## config.mk

```make
export PLATFORM = sky130hd
export DESIGN_NAME = strs_cell
export DESIGN_NICKNAME = d
export VERILOG_FILES = /design/src/hdl/strs_pkg.sv /design/src/hdl/strs_ram.sv /design/src/hdl/strs_cell.sv
export SDC_FILE = /design/constraint.sdc
export NUM_CORES = 1
export LEC_CHECK = 0
export BUFFER_PORTS_ARGS = -buffer_cell sky130_fd_sc_hd__clkbuf_2
export CORE_MARGIN = 5
export CORE_UTILIZATION = 50
export CTS_BUF_LIST = sky130_fd_sc_hd__clkbuf_4 sky130_fd_sc_hd__clkbuf_8
export CTS_CLUSTER_DIAMETER = 150
export DETAILED_ROUTE_END_ITERATION = 8
export PLACE_DENSITY = 0.73
export SKIP_CTS_REPAIR_TIMING = 1
export SKIP_LAST_GASP = 1
export SLEW_MARGIN = 10
export SYNTH_ARGS = -nofsm -noshare
export SYNTH_HDL_FRONTEND = slang
export SYNTH_HIERARCHICAL = 1
export SYNTH_SLANG_ARGS = --single-unit
```

## constraint.sdc

```tcl
create_clock -name aclk -period 6.05 [get_ports aclk]
set_input_delay 0.605 -clock aclk [delete_from_list [all_inputs] [get_ports aclk]]
set_output_delay 0.605 -clock aclk [all_outputs]
set_load 0.01 [all_outputs]
```

## src/hdl/strs_pkg.sv

```systemverilog
// Shared types and codes for the segment tree range sum block.
// Used by strs_cell and segment_tree_range_sum; depends on nothing.
package strs_pkg;

    localparam int DATA_W   = 64;
    localparam int DELTA_W  = 32;
    localparam int FIELD_W  = 10;
    localparam int S_DATA_W = 64;

    typedef enum logic {
        REQ_ADD   = 1'b0,
        REQ_QUERY = 1'b1
    } req_kind_t;

    typedef struct packed {
        logic valid;
        logic query;
        logic skip;
    } strs_tok_t;

    typedef enum logic [2:0] {
        CS_IDLE,
        CS_A0,
        CS_A1,
        CS_Q0,
        CS_Q1,
        CS_Q2
    } cell_state_t;

    typedef enum logic [1:0] {
        TS_CLEAR,
        TS_IDLE,
        TS_BUSY
    } top_state_t;

endpackage

```

## src/hdl/strs_ram.sv

```systemverilog
// Generic single write port RAM with one registered read port.
// No dependencies.
module strs_ram #(
    parameter int WIDTH = 64,
    parameter int DEPTH = 2
) (
    input  logic                                   aclk,
    input  logic                                   wr_en,
    input  logic [(DEPTH > 1 ? $clog2(DEPTH) : 1)-1:0] wr_addr,
    input  logic [WIDTH-1:0]                       wr_data,
    input  logic [(DEPTH > 1 ? $clog2(DEPTH) : 1)-1:0] rd_addr,
    output logic [WIDTH-1:0]                       rd_data
);
    logic [WIDTH-1:0] mem [DEPTH];

    always_ff @(posedge aclk) begin
        if (wr_en) begin
            mem[wr_addr] <= wr_data;
        end
        rd_data <= mem[rd_addr];
    end
endmodule

```

## src/hdl/strs_cell.sv

```systemverilog
// One tree level: holds that level's node sums in a RAM, zeroes them when clr_en is set, and updates or
// reads them for a request, then hands the request to the next level.
// Depends on strs_pkg and strs_ram.
module strs_cell import strs_pkg::*; #(
    parameter int DEPTH = 2,
    parameter int IW    = 2
) (
    input  logic            aclk,
    input  logic            aresetn,
    input  logic            clr_en,
    input  logic [IW-1:0]   clr_addr,
    input  strs_tok_t       in_tok,
    input  logic [IW-1:0]   in_l,
    input  logic [IW-1:0]   in_r,
    input  logic [IW-1:0]   in_idx,
    input  logic [DATA_W-1:0] in_delta,
    input  logic [DATA_W-1:0] in_acc,
    output strs_tok_t       out_tok,
    output logic [IW-1:0]   out_l,
    output logic [IW-1:0]   out_r,
    output logic [IW-1:0]   out_idx,
    output logic [DATA_W-1:0] out_delta,
    output logic [DATA_W-1:0] out_acc
);
    localparam int AW = (DEPTH > 1) ? $clog2(DEPTH) : 1;

    cell_state_t state_reg, state_next;
    logic query_reg, skip_reg;
    logic [IW-1:0] l_reg, r_reg, idx_reg;
    logic [DATA_W-1:0] delta_reg, acc_reg;
    logic out_valid_reg, out_query_reg, out_skip_reg;
    logic [IW-1:0] out_l_reg, out_r_reg, out_idx_reg;
    logic [DATA_W-1:0] out_delta_reg, out_acc_reg;

    logic [AW-1:0] rd_addr;
    logic [DATA_W-1:0] rd_data;
    logic wr_en;
    logic [AW-1:0] wr_addr;
    logic [DATA_W-1:0] wr_data;
    logic lt, l_step, r_step;
    logic [IW-1:0] r_dec;

    assign lt     = l_reg < r_reg;
    assign l_step = lt & l_reg[0];
    assign r_step = lt & r_reg[0];
    assign r_dec  = r_reg - IW'(1);

    strs_ram #(.WIDTH(DATA_W), .DEPTH(DEPTH)) u_ram (
        .aclk    (aclk),
        .wr_en   (wr_en),
        .wr_addr (wr_addr),
        .wr_data (wr_data),
        .rd_addr (rd_addr),
        .rd_data (rd_data)
    );

    always_comb begin
        state_next = state_reg;
        unique case (state_reg)
            CS_IDLE: begin
                if (in_tok.valid) begin
                    state_next = in_tok.query ? CS_Q0 : CS_A0;
                end
            end
            CS_A0:   state_next = CS_A1;
            CS_A1:   state_next = CS_IDLE;
            CS_Q0:   state_next = CS_Q1;
            CS_Q1:   state_next = CS_Q2;
            CS_Q2:   state_next = CS_IDLE;
            default: state_next = CS_IDLE;
        endcase
    end

    always_comb begin
        rd_addr = l_reg[AW-1:0];
        wr_en   = 1'b0;
        wr_addr = clr_addr[AW-1:0];
        wr_data = '0;
        if (clr_en) begin
            wr_en = (32'(clr_addr) < DEPTH);
        end
        unique case (state_reg)
            CS_A0:   rd_addr = idx_reg[AW-1:0];
            CS_A1: begin
                rd_addr = idx_reg[AW-1:0];
                if (!skip_reg) begin
                    wr_en   = 1'b1;
                    wr_addr = idx_reg[AW-1:0];
                    wr_data = rd_data + delta_reg;
                end
            end
            CS_Q1:   rd_addr = r_dec[AW-1:0];
            default: rd_addr = l_reg[AW-1:0];
        endcase
    end

    always_ff @(posedge aclk) begin
        if (!aresetn) begin
            state_reg     <= CS_IDLE;
            out_valid_reg <= 1'b0;
        end else begin
            state_reg     <= state_next;
            out_valid_reg <= (state_reg == CS_A1) || (state_reg == CS_Q2);
        end
    end

    always_ff @(posedge aclk) begin
        case (state_reg)
            CS_IDLE: begin
                query_reg <= in_tok.query;
                skip_reg  <= in_tok.skip;
                l_reg     <= in_l;
                r_reg     <= in_r;
                idx_reg   <= in_idx;
                delta_reg <= in_delta;
                acc_reg   <= in_acc;
            end
            CS_Q1: begin
                if (l_step) begin
                    acc_reg <= acc_reg + rd_data;
                end
            end
            default: ;
        endcase
        out_query_reg <= query_reg;
        out_skip_reg  <= skip_reg;
        out_idx_reg   <= idx_reg >> 1;
        out_delta_reg <= delta_reg;
        out_l_reg     <= (l_reg + IW'(l_step)) >> 1;
        out_r_reg     <= r_reg >> 1;
        out_acc_reg   <= r_step ? acc_reg + rd_data : acc_reg;
    end

    assign out_tok   = '{valid: out_valid_reg, query: out_query_reg, skip: out_skip_reg};
    assign out_l     = out_l_reg;
    assign out_r     = out_r_reg;
    assign out_idx   = out_idx_reg;
    assign out_delta = out_delta_reg;
    assign out_acc   = out_acc_reg;
endmodule

```

==> qor.txt <==
worst skew pair latency: 0.65 ns
Avg WL per Cell: 19.2 µm
Core ar.: 0.0440 mm²
first-pass GRT wire length: 86,700 µm
Final Critical Period: 4.23 ns
Worst Path Required: 6.40 ns
Yosys Warn Count: 6
Clock transition at path regs: 0.06 ns
largest net degree at the start of global routing: 83
CTS tree: yes
vias in the first global route: 16,100
htree depth: 3
number of max-cap violations: 0
Iteration-0 DRC Markers: 1,221
Die Area: 0.0486 mm²
Die X: 221 µm
PD cells: 384 mW/mm²
Startpoint Class: register
Num CTS Buffers: 79
port bufs: 275
Worst Path Arrival: 4.58 ns
DR vias: 16,400
share of cells above drive strength 1: 22.1%
drt total wl: 56,700 µm
skew final: 0.0344 ns
Hold Fails Final Rpt: 0
async set or reset register ratio after synthesis: 0%
drt pass-1 iters: 5
Avg Inst Size Synth: 11.0 µm²
slew margin rel.: 28.8%
post-placement cell count: 2,802
drt via density: 5.56
cell count after synthesis: 2,020
Synth Register Bits: 465
grt ovf: 0
Total Routing Usage GR: 22.8%
worst hold stages: 1
final setup TNS: 0 ns
register-to-register path setup slack: 1.82 ns
final-report max-slew violation count: 0
clk buf depth: 3
Setup Viol. Count Final: 0
final worst-path cycle share: 69.9%
area growth from synthesis to layout: 16.1%
min-delay worst type: in2reg
Post-synth EDFFs: 264
Starting Density: 50.3%
DR DRC count: 0
Post-DRT Antenna Nets: 0
Max IR drop VDD: 0.211 mV
CP endpoint kind: register
Tightest Pin Transition: 1.06 ns
Root Buffer: clkbuf_8
Min-Delay Endpoint: delta_reg[12]
worst min-delay path startpoint: in_delta[12]
Mapped Area: 0.0222 mm²
GP Congestion: 0.940
initial antenna violation count: 2
Worst R2R Start: acc_reg[0]
Rows: 77
status: finished, final reports clean
RSZ-0062 raised after global routing: false
Reg2Reg Depth: 12
crit path kind: reg2reg
static leakage: 11.2 nW
Worst R2R End: acc_reg[60]
Layout Cells excl Fill: 2,950
Die Y: 221 µm
fmax: 237 MHz
post-DP HPWL: 41,700 µm
Fillers: 3,706
Largest Register: u_ram/mem
Post-synth top flop: edfxtp_1
Seq/Total Area, Yosys: 53.9%
Final nets: 2,562
Distinct cells, synth: 71
crit-path max FO: 4
I/O pins: 279
Largest register FFs: 128
CTS sink count: 465
cells in the mapped netlist (all sizes together), types with 55 or more instances:
cell | count | area, µm²
o21ai | 212 | 1060
dfxtp | 201 | 4020
a21oi | 143 | 719
a21o | 88 | 661
edfxtp | 264 | 7930
xnor2 | 64 | 561
mux2 | 67 | 980
nor2 | 114 | 428
nand2 | 236 | 886
ha | 127 | 1590
clkbuf | 85 | 319
xor2 | 55 | 482
critical path, stage by stage (launching register included):
cell	delay [ns]
edfxtp_1	0.40
ha_1	0.25
fa_1	0.42
a21o_1	0.20
a221oi_1	0.77
o31a_1	0.32
or4_4	0.17
a211oi_2	0.10
o311ai_1	0.56
a21oi_2	0.14
a41oi_1	0.28
xor2_1	0.24
o21ai_1	0.08
cell families after synthesis:
logic type / count (synthesis) / share of synthesized area [%]
and+or+nand+nor: 524 / 10.8
xor gates and xnor gates: 119 / 4.70
AOI/OAI and AO/OA: 582 / 15.9
DFF: 465 / 53.9
adders and majority gates: 129 / 7.35
muxes: 68 / 4.47
buffers and inverters: 132 / 2.81
other: 1 / 0.0169
per-layer routing:
layer | wire, µm | track usage [%]
met3 | 3910 | 4.09
met5 | 18 | 0
met2 | 25100 | 35.0
met1 | 26300 | 33.0
met4 | 1340 | 7.48
where the power goes:
| part | switching (mW) | leakage, nW | internal, mW |
|---|---|---|---|
| Clock | 1.27 | 0.947 | 1.87 |
| Combinational | 1.65 | 5.92 | 1.10 |
| Sequential | 0.226 | 4.28 | 3.76 |
| Total | 3.15 | 11.2 | 6.73 |
final cells by class:
type                    count  area [µm²]  share of cell area (%)
clock inverters            29         329                    1.28
multi-input cells        1425        9630                    37.4
inverters                  34         128                   0.496
flip-flops and latches    465       12000                    46.5
clock buffers             118        1470                    5.73
repair buffers            286        1460                    5.67
well taps                 592         741                    2.88
diodes                      1        2.50                 0.00973
worst max-delay path by stage:
| stage | start | endpoint | slack (ns) | depth (start not counted) |
|---|---|---|---|---|
| finish | acc_reg[0] | acc_reg[60] | 1.82 | 12 |
| global route | acc_reg[0] | acc_reg[60] | 1.56 | 12 |
| CTS | acc_reg[0] | acc_reg[60] | 1.84 | 12 |
| detailed placement | acc_reg[0] | acc_reg[60] | 1.88 | 12 |
| global placement | acc_reg[0] | acc_reg[60] | 1.99 | 12 |
| floorplan | state_reg[0] | delta_reg[0] | 0.01 | 2 |
cells in the final DEF, fill, tap and decap left out, types with 27 or more instances in the layout:
cell / count
nand4_1: 39
o21ai_0: 201
mux2_4: 60
a21oi_1: 142
xnor2_1: 64
xor2_1: 55
ha_1: 127
nor2_1: 114
o21bai_1: 27
clkbuf_2: 275
inv_1: 34
clkbuf_8: 94
edfxtp_1: 264
a21o_1: 88
dfxtp_1: 201
nor3_1: 27
nand2_1: 235
per-stage QoR:
step / hold WS [ns] / area (µm²) / setup slack, ns / power (mW) / util (%)
2_1_floorplan: 0.323 / 22200 / 0.0131 / 5.96 / -
3_3_place_gp: 0.325 / 23900 / 1.99 / 6.73 / 54.3
3_5_place_dp: 0.330 / 23900 / 1.88 / 6.77 / 54.3
4_1_cts: 0.0741 / 25700 / 1.84 / 9.94 / 58.4
5_1_grt: 0.0875 / 25700 / 1.56 / 10.4 / 58.4
6_report: 0.134 / 25700 / 1.82 / 9.88 / 58.4
Note: power is estimated with default switching activity, not from simulation.
